--- config.mk ---
export PLATFORM = sky130hd
export DESIGN_NAME = cpu_hotplug_decision
export DESIGN_NICKNAME = d
export VERILOG_FILES = /design/src/sv/chd_pkg.sv /design/src/sv/cpu_hotplug_decision.sv
export SDC_FILE = /design/constraint.sdc
export NUM_CORES = 1
export LEC_CHECK = 0
export BUFFER_PORTS_ARGS = -buffer_cell sky130_fd_sc_hd__buf_2
export CAP_MARGIN = 30
export CELL_PAD_IN_SITES_DETAIL_PLACEMENT = 2
export CELL_PAD_IN_SITES_GLOBAL_PLACEMENT = 2
export CORE_ASPECT_RATIO = 0.75
export CORE_MARGIN = 4
export CORE_UTILIZATION = 44
export CTS_BUF_LIST = sky130_fd_sc_hd__clkbuf_16
export DETAILED_ROUTE_END_ITERATION = 16
export PLACE_DENSITY_LB_ADDON = 0.15
export SYNTH_ARGS = -nofsm -noshare
export SYNTH_HDL_FRONTEND = slang
export SYNTH_SLANG_ARGS = --single-unit
--- constraint.sdc ---
create_clock -name clk -period 37.5 [get_ports clk]
set_input_delay 0 -clock clk [delete_from_list [all_inputs] [get_ports clk]]
set_output_delay 0 -clock clk [all_outputs]
set_load 0.005 [all_outputs]
--- src/sv/chd_pkg.sv ---
// ----------------------------------------------------------------------------
// chd_pkg
// Types and constants of the core hotplug decision block.
// ----------------------------------------------------------------------------
package chd_pkg;

	localparam int NUM_CORES = 4;
	localparam int COUNT_W   = 3;
	localparam int RATE_W    = 22;
	localparam logic [3:0] CORE_MASK = 4'((1 << NUM_CORES) - 1);

	localparam int IN_W  = 136;
	localparam int OUT_W = 8;
	localparam int CFG_W = 64;

	typedef enum logic [1:0] {
		DEC_DISABLED = 2'd0,
		DEC_IDLE     = 2'd1,
		DEC_DOWN     = 2'd2,
		DEC_UP       = 2'd3
	} dec_t;

	typedef enum logic [2:0] {
		CFG_ENABLE    = 3'd0,
		CFG_MIN_CORES = 3'd1,
		CFG_MAX_CORES = 3'd2,
		CFG_IDLE_RATE = 3'd3,
		CFG_PAUSE     = 3'd4,
		CFG_DEPTH_THR = 3'd5,
		CFG_UP_TIME   = 3'd6,
		CFG_DOWN_TIME = 3'd7
	} cfg_idx_t;

	// Input word, lowest field at the bottom of the struct.
	typedef struct packed {
		logic [3:0]        pad;
		logic [RATE_W-1:0] rate_core3;
		logic [RATE_W-1:0] rate_core2;
		logic [RATE_W-1:0] rate_core1;
		logic [RATE_W-1:0] rate_core0;
		logic [3:0]        actual_online;
		logic [7:0]        run_queue_depth;
		logic [31:0]       now_ms;
	} in_word_t;

	typedef struct packed {
		logic       pad;
		logic       skipped;
		logic       conflict_paused;
		logic       command_issued;
		logic [1:0] target_core;
		dec_t       decision;
	} out_word_t;

endpackage

--- src/sv/cpu_hotplug_decision.sv ---
// ----------------------------------------------------------------------------
// cpu_hotplug_decision
// Governor tick evaluation: picks idle, core up or core down per tick, or reports disabled or skipped.
// ----------------------------------------------------------------------------
// Usage:
//   Slave stream s_* carries one tick word (now_ms, run_queue_depth,
//   actual_online, rate_core0..3); master stream m_* returns one decision
//   word per tick. A word moves when tvalid and tready are both high.
//   m_tvalid rises once the accepted word has passed the input register
//   and the result register: the tick is captured in an input register,
//   evaluated by one pass of compare and four-way minimum logic, and
//   written to the result register together with the governor state. One
//   tick is taken every cycle while the receiver does not stall; the state
//   written by a tick is seen by the tick right behind it.
//   When the receiver stalls, the result register holds; an empty input
//   register still takes one more word, and once it is full s_tready
//   follows m_tready in the same cycle.
//   Reset clears both valid flags, loads the default thresholds and limits,
//   marks the online belief all ones with a resync pending, and leaves the
//   governor disabled. The user writes configuration on cfg_we only while
//   the block is idle (not enforced); setting enable from 0 requests a fresh resync.
// ----------------------------------------------------------------------------
module cpu_hotplug_decision (
	input  logic                        clk,
	input  logic                        arst_n,
	// now_ms, run_queue_depth, actual_online, rate_core0..rate_core3, pad
	input  logic [chd_pkg::IN_W-1:0]    s_tdata,
	input  logic                        s_tvalid,
	output logic                        s_tready,
	// decision, target_core, command_issued, conflict_paused, skipped, pad
	output logic [chd_pkg::OUT_W-1:0]   m_tdata,
	output logic                        m_tvalid,
	input  logic                        m_tready,
	input  logic                        cfg_we,
	input  logic [2:0]                  cfg_index,
	input  logic [chd_pkg::CFG_W-1:0]   cfg_data
);

	// configuration
	logic        enable_q;
	logic [2:0]  min_cores_q;
	logic [2:0]  max_cores_q;
	logic [21:0] idle_rate_q;
	logic [15:0] pause_ms_q;
	logic [63:0] depth_thr_q;
	logic [63:0] up_time_q;
	logic [63:0] down_time_q;

	// governor state
	logic [3:0]  believed_q;
	logic        resync_q;
	logic        first_q;
	logic [31:0] prev_time_q;
	logic [31:0] acc_time_q;
	logic [31:0] pause_until_q;
	logic        pause_valid_q;

	// pipeline
	chd_pkg::in_word_t  tick_s1;
	logic               valid_s1;
	chd_pkg::out_word_t res_q;
	logic               out_valid_q;
	logic               adv;

	// next state from the evaluation
	chd_pkg::out_word_t res;
	logic [3:0]  nx_believed;
	logic        nx_resync;
	logic        nx_first;
	logic [31:0] nx_prev;
	logic [31:0] nx_acc;
	logic [31:0] nx_pause_until;
	logic        nx_pause_valid;

	logic [3:0]                   act;
	logic [chd_pkg::COUNT_W-1:0]  n_online;
	logic [chd_pkg::RATE_W-1:0]   rates [chd_pkg::NUM_CORES];
	logic [1:0]                   k;

	assign act = tick_s1.actual_online & chd_pkg::CORE_MASK;
	assign rates[0] = tick_s1.rate_core0;
	assign rates[1] = tick_s1.rate_core1;
	if (chd_pkg::NUM_CORES > 2) begin : g_rate2
		assign rates[2] = tick_s1.rate_core2;
	end
	if (chd_pkg::NUM_CORES > 3) begin : g_rate3
		assign rates[3] = tick_s1.rate_core3;
	end

	always_comb begin
		n_online = '0;
		for (int c = 0; c < chd_pkg::NUM_CORES; c++) begin
			n_online = n_online + chd_pkg::COUNT_W'(act[c]);
		end
	end

	assign k = 2'(n_online - chd_pkg::COUNT_W'(1));

	always_comb begin
		logic [31:0] pdiff;
		logic        skip;
		logic [3:0]  bel;
		logic [31:0] elapsed;
		logic [32:0] sum;
		logic [31:0] acc_v;
		logic [21:0] slowest;
		logic        have;
		logic [21:0] best;
		logic        found;
		logic [1:0]  tgt;
		logic        b_bit;
		logic        a_bit;
		logic        want;
		chd_pkg::dec_t dec;

		res            = '0;
		res.decision   = chd_pkg::DEC_DISABLED;
		nx_believed    = believed_q;
		nx_resync      = resync_q;
		nx_first       = first_q;
		nx_prev        = prev_time_q;
		nx_acc         = acc_time_q;
		nx_pause_until = pause_until_q;
		nx_pause_valid = pause_valid_q;
		elapsed = '0;
		sum     = '0;
		acc_v   = '0;
		slowest = '0;
		have    = 1'b0;
		best    = '0;
		found   = 1'b0;
		tgt     = '0;
		b_bit   = 1'b0;
		a_bit   = 1'b0;
		want    = 1'b0;
		dec     = chd_pkg::DEC_DISABLED;

		// window is live while pause_until is at or after now (modular)
		pdiff = pause_until_q - tick_s1.now_ms;
		skip  = pause_valid_q && !pdiff[31];
		bel   = resync_q ? act : believed_q;

		if (skip) begin
			res.skipped = 1'b1;
		end else begin
			nx_pause_valid = 1'b0;
			nx_resync      = 1'b0;
			if (enable_q) begin
				elapsed  = first_q ? 32'd0 : tick_s1.now_ms - prev_time_q;
				nx_first = 1'b0;
				sum      = {1'b0, acc_time_q} + {1'b0, elapsed};
				acc_v    = sum[32] ? '1 : sum[31:0];

				for (int c = 0; c < chd_pkg::NUM_CORES; c++) begin
					if (act[c] && (!have || rates[c] < slowest)) begin
						slowest = rates[c];
						have    = 1'b1;
					end
				end

				dec = chd_pkg::DEC_IDLE;
				if (n_online == '0) begin
					acc_v = '0;
				end else if (n_online < chd_pkg::COUNT_W'(chd_pkg::NUM_CORES) &&
						tick_s1.run_queue_depth >= depth_thr_q[{k, 4'b0000} +: 8]) begin
					if (acc_v >= {16'd0, up_time_q[{k, 4'b0000} +: 16]} &&
							n_online < max_cores_q) begin
						dec = (slowest <= idle_rate_q) ? chd_pkg::DEC_IDLE : chd_pkg::DEC_UP;
					end
				end else if (n_online > chd_pkg::COUNT_W'(1) &&
						tick_s1.run_queue_depth <= depth_thr_q[{k, 4'b1000} +: 8]) begin
					if (acc_v >= {16'd0, down_time_q[{k, 4'b0000} +: 16]} &&
							n_online > min_cores_q) begin
						dec = (slowest > idle_rate_q) ? chd_pkg::DEC_IDLE : chd_pkg::DEC_DOWN;
					end
				end else begin
					acc_v = '0;
				end
				if (dec != chd_pkg::DEC_IDLE) begin
					acc_v = '0;
				end
				nx_acc  = acc_v;
				nx_prev = tick_s1.now_ms;

				// up: lowest offline core from 1; down: slowest online core from 1, last on ties
				for (int c = 1; c < chd_pkg::NUM_CORES; c++) begin
					if (dec == chd_pkg::DEC_UP) begin
						if (!found && !act[c]) begin
							tgt   = 2'(c);
							found = 1'b1;
						end
					end else if (act[c] && (!found || rates[c] <= best)) begin
						best  = rates[c];
						tgt   = 2'(c);
						found = 1'b1;
					end
				end

				res.decision = dec;
				if ((dec == chd_pkg::DEC_UP || dec == chd_pkg::DEC_DOWN) && found) begin
					b_bit = bel[tgt];
					a_bit = act[tgt];
					want  = (dec == chd_pkg::DEC_DOWN);
					res.target_core = tgt;
					if (b_bit == want && a_bit == want) begin
						res.command_issued = 1'b1;
						bel[tgt] = !want;
					end else if (b_bit != a_bit) begin
						// outside interference: pause and relearn the mask
						res.conflict_paused = 1'b1;
						nx_pause_until = tick_s1.now_ms + {16'd0, pause_ms_q};
						nx_pause_valid = 1'b1;
						nx_resync      = 1'b1;
					end
				end
			end
			nx_believed = bel;
		end
	end

	assign adv      = !out_valid_q || m_tready;
	assign s_tready = !valid_s1 || adv;
	assign m_tvalid = out_valid_q;
	assign m_tdata  = res_q;

	always_ff @(posedge clk) begin
		if (s_tvalid && s_tready) begin
			tick_s1 <= chd_pkg::in_word_t'(s_tdata);
		end
		if (valid_s1 && adv) begin
			res_q <= res;
		end
	end

	always_ff @(posedge clk or negedge arst_n) begin
		if (!arst_n) begin
			valid_s1      <= 1'b0;
			out_valid_q   <= 1'b0;
			enable_q      <= 1'b0;
			min_cores_q   <= 3'd1;
			max_cores_q   <= 3'd4;
			idle_rate_q   <= 22'd499200;
			pause_ms_q    <= 16'd10000;
			depth_thr_q   <= 64'd1297047795291914252;
			up_time_q     <= 64'd601304596620;
			down_time_q   <= 64'd53481061631262720;
			believed_q    <= chd_pkg::CORE_MASK;
			resync_q      <= 1'b1;
			first_q       <= 1'b1;
			prev_time_q   <= '0;
			acc_time_q    <= '0;
			pause_until_q <= '0;
			pause_valid_q <= 1'b0;
		end else begin
			if (s_tready) begin
				valid_s1 <= s_tvalid;
			end
			if (adv) begin
				out_valid_q <= valid_s1;
			end
			if (valid_s1 && adv) begin
				believed_q    <= nx_believed;
				resync_q      <= nx_resync;
				first_q       <= nx_first;
				prev_time_q   <= nx_prev;
				acc_time_q    <= nx_acc;
				pause_until_q <= nx_pause_until;
				pause_valid_q <= nx_pause_valid;
			end
			if (cfg_we) begin
				case (chd_pkg::cfg_idx_t'(cfg_index))
					chd_pkg::CFG_ENABLE: begin
						if (!enable_q && cfg_data[0]) begin
							resync_q <= 1'b1;
						end
						enable_q <= cfg_data[0];
					end
					chd_pkg::CFG_MIN_CORES: min_cores_q <= cfg_data[2:0];
					chd_pkg::CFG_MAX_CORES: max_cores_q <= cfg_data[2:0];
					chd_pkg::CFG_IDLE_RATE: idle_rate_q <= cfg_data[21:0];
					chd_pkg::CFG_PAUSE:     pause_ms_q  <= cfg_data[15:0];
					chd_pkg::CFG_DEPTH_THR: depth_thr_q <= cfg_data;
					chd_pkg::CFG_UP_TIME:   up_time_q   <= cfg_data;
					chd_pkg::CFG_DOWN_TIME: down_time_q <= cfg_data;
					default: begin
					end
				endcase
			end
		end
	end

endmodule

# After elaboration in Yosys (flattened, before gate mapping)
# Cells that the tools add are included.
# classes
add_sub_neg	8
magnitude_cmp	17
eq_ne	13
n_shift	4
n_mux	92
bitwise	4
n_reduce_logical	53
# op_table
cell	count
22-bit 2-to-1 mux	20
32-bit 2-to-1 mux	6
64-bit by 7-bit indexed part select with 16-bit output	2
64-bit by 7-bit indexed part select with 8-bit output	2
22-bit less-or-equal comparator	3
22-bit less-than comparator	3
32-bit by 16-bit greater-or-equal comparator with 1-bit output	2
32-bit subtractor	2
1-bit 2-to-1 mux	40
2-bit 2-to-1 mux	18
32-bit by 32-bit adder with 33-bit output	1
32-bit by 16-bit adder with 32-bit output	1
22-bit > comparator	1
1-bit logical AND	18
2-bit AND reduction	9
4-bit 2-to-1 mux	4
3-bit == test, second input constant	4
1-bit zero test	12
8-bit greater-or-equal comparator	1
8-bit less-or-equal comparator	1
1-bit logical OR	8
3-bit by 2-bit == test with 1-bit output, second input constant	2
3-bit zero test	2
6-bit AND reduction	1
22 further kinds	28
# word_totals
ff_bits	481
input_bits	208
out_inout_bits	10
word_cells	220

# Logic depth before layout (Yosys ltp)
# Gate-level depths: netlist of the first run.
# depth
depth_word	60
mapped_depth	82
depth_no_buf	73

# Least setup slack after synthesis of the first run
# No wires, ideal clock.
# synth_path
kind	register to register
startpoint	register tick_s1, in the netlist act[0]
endpoint	register believed_q[2]
setup_ps	82
t_arrival_ps	13532
required_ps	37418
path_slack_ps	23886
stages_incl_launch_ff	79
n_path_buf	8
synth_period_minus_slack_ps	13614
cell_sequence	edfxtp_1 buf_2 buf_1 nand2_1 ha_1 a21o_1 a21o_1 a2111oi_0 nor4_1 a211oi_2 clkbuf_1 nor2_1 a21oi_1 ha_1 a21o_1 a21o_1 a21o_1 a21o_1 [... 43 more ...] and2_1 nor3_1 clkbuf_1 a22oi_1 ha_1 a21o_1 a21o_1 a211oi_1 o21ai_0 a211oi_1 o21ai_0 nand2_1 nand2_1 a32oi_1 mux2i_1 nor4b_1 a211oi_1 a211o_1
# synth_between
elab_chain_len	55
word_cells_on_any_way	126
cone_classes	add/sub (4); order compare (17); eq/ne (4); shift (4); mux (70); reduce/logical (27)
# synth_rtl
element	line	text
from (decl)	cpu_hotplug_decision.sv:59	chd_pkg::in_word_t tick_s1;
from (signal assigned)	cpu_hotplug_decision.sv:228	tick_s1 <= chd_pkg::in_word_t'(s_tdata);
22-bit 2-to-1 mux or 1-bit 2-to-1 mux (tied branches)	cpu_hotplug_decision.sv:155	if (act[c] && (!have || rates[c] < slowest)) begin
22-bit 2-to-1 mux or 1-bit 2-to-1 mux (tied branches)	cpu_hotplug_decision.sv:148	if (enable_q) begin
22-bit 2-to-1 mux or 1-bit 2-to-1 mux (tied branches)	cpu_hotplug_decision.sv:143	if (skip) begin
22-bit less-than comparator or 1-bit zero test (tied branches)	cpu_hotplug_decision.sv:155	
1-bit logical OR	cpu_hotplug_decision.sv:155	
1-bit logical AND	cpu_hotplug_decision.sv:155	
22-bit 2-to-1 mux or 1-bit 2-to-1 mux (tied branches)	cpu_hotplug_decision.sv:155	
22-bit 2-to-1 mux or 1-bit 2-to-1 mux (tied branches)	cpu_hotplug_decision.sv:148	
[... 39 more ...]	-	
2-bit by 3-bit less-than comparator with 1-bit output (implied by the code) or 2-bit by 1-bit greater-or-equal comparator with 1-bit output (tied branches)	cpu_hotplug_decision.sv:207	bel[tgt] = !want;
1-bit logical AND (implied by the code)	cpu_hotplug_decision.sv:207	
1-bit 2-to-1 mux (implied by the code)	cpu_hotplug_decision.sv:207	
1-bit demux with 2-bit select	cpu_hotplug_decision.sv:207	
4-bit bitwise mux	cpu_hotplug_decision.sv:207	
4-bit 2-to-1 mux	cpu_hotplug_decision.sv:205	if (b_bit == want && a_bit == want) begin
4-bit 2-to-1 mux (*)	cpu_hotplug_decision.sv:200	if ((dec == chd_pkg::DEC_UP || dec == chd_pkg::DEC_DOWN) && found) begin
4-bit 2-to-1 mux (*)	cpu_hotplug_decision.sv:148	
to (signal assigned)	cpu_hotplug_decision.sv:247	believed_q <= chd_pkg::CORE_MASK;
to (signal assigned)	cpu_hotplug_decision.sv:262	believed_q <= nx_believed;
to (decl)	cpu_hotplug_decision.sv:50	logic [3:0] believed_q;
# Mark *: on every way between the ends. The rest lies on a longest branch, timed or not. The select of a mux whose other input is x is not followed.
# A chain may end at the register's enable or synchronous reset.

# Worst setup path after layout of the first run
# layout_path
startpoint	register tick_s1, in the netlist act[0]
endpoint	register pause_until_q[9]
# layout_between
elab_chain_len	53
word_cells_on_any_way	119
cone_classes	add/sub (4); order compare (15); eq/ne (5); shift (4); mux (64); bitwise (1); reduce/logical (26)
# layout_rtl
element	line	text
22-bit 2-to-1 mux or 1-bit 2-to-1 mux (tied branches)	cpu_hotplug_decision.sv:155	
22-bit 2-to-1 mux or 1-bit 2-to-1 mux (tied branches)	cpu_hotplug_decision.sv:148	
22-bit 2-to-1 mux or 1-bit 2-to-1 mux (tied branches)	cpu_hotplug_decision.sv:143	
22-bit less-than comparator or 1-bit zero test (tied branches)	cpu_hotplug_decision.sv:155	
1-bit logical OR	cpu_hotplug_decision.sv:155	
1-bit logical AND	cpu_hotplug_decision.sv:155	
22-bit 2-to-1 mux or 1-bit 2-to-1 mux (tied branches)	cpu_hotplug_decision.sv:155	
22-bit 2-to-1 mux or 1-bit 2-to-1 mux (tied branches)	cpu_hotplug_decision.sv:148	
[... 37 more ...]	-	
2-bit 2-to-1 mux	cpu_hotplug_decision.sv:148	
2-bit 2-to-1 mux	cpu_hotplug_decision.sv:143	
1-bit binary-select mux with 2-bit select (on tied branches)	cpu_hotplug_decision.sv:201, cpu_hotplug_decision.sv:202	
1-bit 2-to-1 mux (on tied branches)	cpu_hotplug_decision.sv:201, cpu_hotplug_decision.sv:202	
1-bit == test	cpu_hotplug_decision.sv:205	
1-bit logical AND	cpu_hotplug_decision.sv:205	
1-bit inverter (no line)	-	
6-bit AND reduction (no line) (*)	-	
to (signal assigned)	cpu_hotplug_decision.sv:267	pause_until_q <= nx_pause_until;
to (decl)	cpu_hotplug_decision.sv:55	logic [31:0] pause_until_q;
# Marks and branches as above.

==> flow_summary.yaml, run 1 <==
timing:
  fin_crit_ns: 23.01
  slew_violations: 0
  finalSetupTns_ns: 0
  final_critical_path_setup_slack_ns: 14.49
  worst_clock_skew_ns: 0.0609
  timing_worst_slew_pin_value_ns: 1.12
  rsz0062_at_grt: "false"
  period_share_pct: 61.4
  max-slew-margin-rel_pct: 25.4
  timing.fmax_mhz: 43.5
  final_hold_viol_count: 0
  report.final.setup_viol: 0
power:
  static_leakage_nw: 16.4
  power_dens_cells_nw_per_um2: 88.9
  vdd_drop_max_mv: 0.0514
worst_hold_path:
  hold_path.class: "in -> async"
yosys:
  synth_sequential_area_ratio_pct: 43.3
  synth_area_leaders: "dfrtp_1, edfxtp_1, ha_1"
  dominantRegCellSynth: "dfrtp_1"
  yosys_warnings: 0
  yosysMostFrequentCell: "ha_1"
  yosysTopAreaCell: "dfrtp_1"
  syn_inst: 2693
  netlist_top_cells_count: "ha_1, dfrtp_1, mux2_2"
  synth_area_per_cell_um2: 11.0
  yosysUniqueCellTypes: 87
  syn_area_um2: 29600
  number_of_nets_produced_by_synthesis: 3203
  synth_top_area_share_pct: 23.7
  synth_seq_cells: 481
  async_reset_ff_share_pct: 71.1
  synth_enable_flop_cells: 139
routing:
  drt-total-wl_um: 155000
  detail_route.drc_violations: 0
  initialDrtViolationCount: 3125
  detail_route.first_pass.iterations: 5
  route.antenna.remaining_nets: 0
  route.vias.total: 27400
  avgRoutedWirePerCell_um: 38.3
  drt-vias-per-instance: 6.77
die:
  row_count: 82
  starting_utilization_of_the_core_area_pct: 44.4
  die_h_um: 233
  die_w_um: 308
  core_region_area_um2: 66700
  fp.dieArea_um2: 71600
  top_level_port_count: 218
job:
  drv_cap: 0
placed_design:
  detailed_place_hpwl_um: 75400
  dp_slack_ns: 19.07
  finalWeightedCongestion: 0.865
  io_buffer_count: 212
setup_path:
  cp_most_frequent_cell: "a21o_1"
  setup.worst_path.end_class: "register"
  reg2reg_slack_ns: 14.49
  r2r_start: "act[0]"
  worst_setup_path_startpoint: "act[0]"
  start_kind: "register"
  crit_arrival_ns: 23.53
  type_of_the_setup_path_with_the_least_slack: "reg -> reg"
  worst_path_largest_cell_delay_ns: 0.76
  critical_path_peak_fanout: 44
  worst-endpoint-required_ns: 38.02
  cp_slowest_cell: "o21ai_0"
layout:
  n_fill_cell: 6495
  sequential_cell_area_um2: 12800
  fin_nets: 3612
  layout-area-overhead-vs-synth_pct: 20.2
  multiInputGateArea_um2: 15700
  final_layout_size_suffix_gt1_share_pct: 23.0
grt:
  grtUsageTotal_pct: 35.6
  grt_first_pass_wirelength_um: 190000
  number_of_global_route_vias_before_repair: 28600
  grt_max_degree: 165
  grt.overflow.total: 0
  initial_antenna_violation_count: 13
clocking:
  cts_root_buffer: "clkbuf_16"
  cts_buffers: 53
  cts-root-to-sink-buffers: 3
  tritoncts_clock_tree: "done"
  cts_post_setup_buffers_inserted: 0
  clock_latency_ns: 0.70
  path_clk_slew_ns: 0.07
  cts.sink_count: 481
  ctsHtreeMaxLevel: 2
outcome:
  outcome: "finished, final reports clean"
[final timing paths]
check | end | cells after the start
max | pause_until_q[9] | 74
max reg2reg | pause_until_q[9] | 74
min reg2reg | prev_time_q[13] | 2
min in group clk | rates[74] | 2
max in group asynchronous | idle_rate_q[8] | 3
min | pause_until_q[6] | 2
[critical path, delay by kind of cell, from the launching register on]
| family | cells | cell delay, ns |
|---|---|---|
| adder cells (fa/ha/maj) | 6 | 2.35 |
| AND/OR/NAND/NOR | 18 | 5.09 |
| AO/OA/AOI/OAI | 42 | 12.10 |
| flip-flops | 1 | 0.33 |
| multiplexers | 2 | 0.53 |
| buffers and inverters | 6 | 2.21 |
[area by class of cell]
class / instances / area share, %
multi-input combinational: 1915 / 44.0
sequential: 481 / 36.0
timing repair buffer: 450 / 9.68
clock buffer: 58 / 4.08
tap: 882 / 3.10
inverter: 201 / 2.12
clock inverter: 42 / 0.921
antenna: 13 / 0.0914
[sequential cells by signal, indices dropped and copies added, names as in the netlist, 4 cells and up]
signal	flops
prev_time_q	32
believed_q	4
up_time_q	64
pause_ms_q	16
m_tdata	7
idle_rate_q	22
pause_until_q	32
act	4
acc_time_q	32
rates	88
down_time_q	64
tick_s1	40
depth_thr_q	64
[metrics by stage]
step | cell area (um^2) | hold slack [ns] | utilization (%) | total power (W) | cells
after floorplan | 29600 | -0.296 | - | 0.00173 | 2693
after global placement | 31600 | 0.142 | 47.4 | 0.00210 | 3717
after detailed placement | 31600 | 0.151 | 47.4 | 0.00220 | 3718
after CTS | 35500 | 0.00997 | 53.2 | 0.00284 | 4024
after global routing | 35600 | 0.0512 | 53.4 | 0.00327 | 4036
final | 35600 | 0.0486 | 53.4 | 0.00317 | 4042
[layout by cell type, fill, tap and decap left out, types with 33 or more instances in the layout]
master	instances
dfstp_2	62
nand2_1	206
edfxtp_1	139
buf_2	211
mux4_2	48
mux2_2	239
nand2b_1	39
o21ai_0	166
nor2b_1	33
ha_1	296
dfrtp_1	280
nor2_1	146
clkbuf_16	58
nand4_1	38
nor3_1	38
dlygate4sd3_1	206
a21oi_1	131
xnor2_1	44
inv_1	214
a21o_1	98
[routing by layer]
metal | vias up | part of all wire [%] | track usage, %
met2 | 2022 | 46 | 61.2
met1 | 13800 | 36 | 41.9
met4 | 20 | 9.0 | 17.8
met5 | - | 0.087 | 0
li1 | 10600 | - | -
met3 | 901 | 9.0 | 8.42
[timing repair]
action | 4_1_cts | 5_1_grt
resized for setup | 0 | 0
hold endpoints to repair | 473 | 0
hold buffers | 206 | 0
[power breakdown]
part | switching (W) | internal, W | total, W
registers | 0.000113 | 0.000665 | 0.000778
logic | 0.00116 | 0.000644 | 0.00180
clock network | 0.000280 | 0.000308 | 0.000588
total | 0.00155 | 0.00162 | 0.00317
[kinds of logic (layout without fill, tap and decap cells)]
group	after synthesis	count (layout)	synth area share, %
and+or+nand+nor	631	631	10.3
AOI/OAI and AO/OA	561	561	12.2
DFF	481	481	43.3
muxes	346	346	15.2
adders and majority gates	302	302	12.9
buffers and inverters	297	751	3.94
xor gates and xnor gates	74	74	2.19
other	1	14	0.0127
Power figures use the tool's default switching activity.
==> inputs of run 2 (changes only) <==
--- a/config.mk
+++ b/config.mk
@@ -11,7 +11,7 @@
 export CELL_PAD_IN_SITES_GLOBAL_PLACEMENT = 2
 export CORE_ASPECT_RATIO = 0.75
 export CORE_MARGIN = 4
-export CORE_UTILIZATION = 44
+export CORE_UTILIZATION = 41
 export CTS_BUF_LIST = sky130_fd_sc_hd__clkbuf_16
 export DETAILED_ROUTE_END_ITERATION = 16
 export PLACE_DENSITY_LB_ADDON = 0.15
==> constraint.sdc (replaced) <==
create_clock -name clk -period 22.9 [get_ports clk]
set_input_delay 0 -clock clk [delete_from_list [all_inputs] [get_ports clk]]
set_output_delay 0 -clock clk [all_outputs]
set_load 0.005 [all_outputs]
==> run 2 against run 1 <==
Against the previous run:
- die area rose by 7.1%
- combinational power rose by 38%
- critical path depth grew 1
- routed wire length shrank 29%
- total power rose by 47%
- fmax rose by 20%
- largest power group unchanged
==> flow_summary.yaml, run 2 (synthesized netlist as in run 1, its figures left out) <==
timing:
  period_share_pct: 84.0
  max-slew-margin-rel_pct: 25.9
  report.final.setup_viol: 0
  rsz0062_at_grt: "false"
  timing.fmax_mhz: 52.0
  finalSetupTns_ns: 0
  worst_clock_skew_ns: 0.0285
  slew_violations: 0
  final_hold_viol_count: 0
  timing_worst_slew_pin_value_ns: 1.10
  fin_crit_ns: 19.23
placed_design:
  detailed_place_hpwl_um: 73200
  io_buffer_count: 212
  finalWeightedCongestion: 0.835
clocking:
  cts_buffers: 53
  cts-root-to-sink-buffers: 3
  tritoncts_clock_tree: "done"
  ctsResizeCount: 0
  clock_latency_ns: 0.64
  cts_root_buffer: "clkbuf_16"
  cts.sink_count: 481
  path_clk_slew_ns: 0.07
  ctsHtreeMaxLevel: 2
routing:
  route.vias.total: 23600
  drt-vias-per-instance: 5.74
  route.antenna.remaining_nets: 0
  detail_route.first_pass.iterations: 5
  avgRoutedWirePerCell_um: 26.9
  initialDrtViolationCount: 1568
  drt-total-wl_um: 111000
  detail_route.drc_violations: 0
setup_path:
  worst_path_largest_cell_delay_ns: 0.63
  ff2ff_path_depth: 75
  cp_slowest_cell: "nor4_1"
  type_of_the_setup_path_with_the_least_slack: "reg -> reg"
  cp_most_frequent_cell: "a21o_1"
  worst-endpoint-required_ns: 23.42
  setup.worst_path.end_class: "register"
  crit_arrival_ns: 19.74
  critical_path_peak_fanout: 43
  start_kind: "register"
die:
  core_region_area_um2: 71700
  fp.dieArea_um2: 76600
  row_count: 85
  top_level_port_count: 218
  starting_utilization_of_the_core_area_pct: 41.3
  die_h_um: 241
  die_w_um: 318
layout:
  top_register: "rates"
  largest_register_ff_count: 88
  final_layout_size_suffix_gt1_share_pct: 23.1
  layout-area-overhead-vs-synth_pct: 20.8
  fin_nets: 3611
  layout.cells.most_common_list: "ha_1, dfrtp_1, mux2_2, inv_1, buf_2"
  layout.cells.most_common: "ha_1"
power:
  finalPower_w: 0.00465
  vdd_drop_max_mv: 0.0627
  power_dens_cells_nw_per_um2: 130
  static_leakage_nw: 16.4
job:
  drv_cap: 0
worst_hold_path:
  hold_path.class: "in -> reg"
  hold-path-cell-count: 2
grt:
  initial_antenna_violation_count: 11
  number_of_global_route_vias_before_repair: 26400
  grt_max_degree: 96
  grt.overflow.total: 0
  grt_first_pass_wirelength_um: 166000
  grtUsageTotal_pct: 28.1
outcome:
  outcome: "finished, final reports clean"
[run 2: repair_timing]
action | 4_1_cts | 5_1_grt
endpoints found under the hold margin | 447 | 0
buffers inserted | 0 | 0
hold buffers | 206 | 0
[run 2: report_power, final]
part	internal, W	switching, W	leakage [nW]	total [W]
Sequential	0.00109	0.000134	5.44	0.00122
Clock	0.000522	0.000415	0.924	0.000937
Combinational	0.000995	0.00150	10.0	0.00249
Total	0.00260	0.00205	16.4	0.00465
[run 2: through the flow]
| step | instances | worst slack [ns] | hold WS (ns) | area [um^2] | utilization [%] |
|---|---|---|---|---|---|
| 6_report | 4108 | 3.67 | 0.0683 | 35800 | 49.9 |
| 5_1_grt | 4106 | 2.43 | 0.0602 | 35800 | 49.9 |
| 4_1_cts | 4097 | 4.18 | 0.0230 | 35600 | 49.7 |
| 3_5_place_dp | 3792 | 4.32 | -0.00911 | 31700 | 44.3 |
| 3_3_place_gp | 3791 | 5.12 | -0.0108 | 31700 | 44.2 |
| 2_1_floorplan | 2693 | 9.29 | -0.296 | 29600 | - |
[run 2: metal layers]
layer  wire [um]  vias up  share of wire [%]  global-route usage (%)
li1            -    10600                  -                       -
met1       48700    12300                 44                    36.4
met2       54200      505                 49                    48.7
met3        4320      155                3.9                    4.08
met4        3210        6                2.9                    9.33
met5          48        -              0.043                       0
[run 2: final cells by class]
type | count | area (um^2)
fill | 7164 | 35900
multi-input combinational | 1915 | 15700
sequential | 481 | 12800
timing repair buffer | 449 | 3480
clock buffer | 54 | 1350
tap | 957 | 1200
inverter | 201 | 754
clock inverter | 45 | 465
antenna | 6 | 15.0
[run 2: path summary, 6_finish.rpt]
| kind | startpoint | to | slack, ns |
|---|---|---|---|
| max | act[0] | pause_until_q[2] | 3.67 |
| min | s_tdata[86] | rates[64] | 0.07 |
| max reg2reg | act[0] | pause_until_q[2] | 3.67 |
| min reg2reg | prev_time_q[3] | prev_time_q[3] | 0.48 |
| max in group asynchronous | arst_n | up_time_q[30] | 20.96 |
| min in group asynchronous | arst_n | pause_ms_q[9] | 0.53 |
[run 2: worst max-delay path, delay by kind of cell, from the launching register on]
family	cells	cell delay [ns]
AO/OA/AOI/OAI	45	10.28
adder cells (fa/ha/maj)	6	2.02
buffers and inverters	6	2.08
flip-flops	1	0.33
multiplexers	2	0.56
AND/OR/NAND/NOR	16	3.68
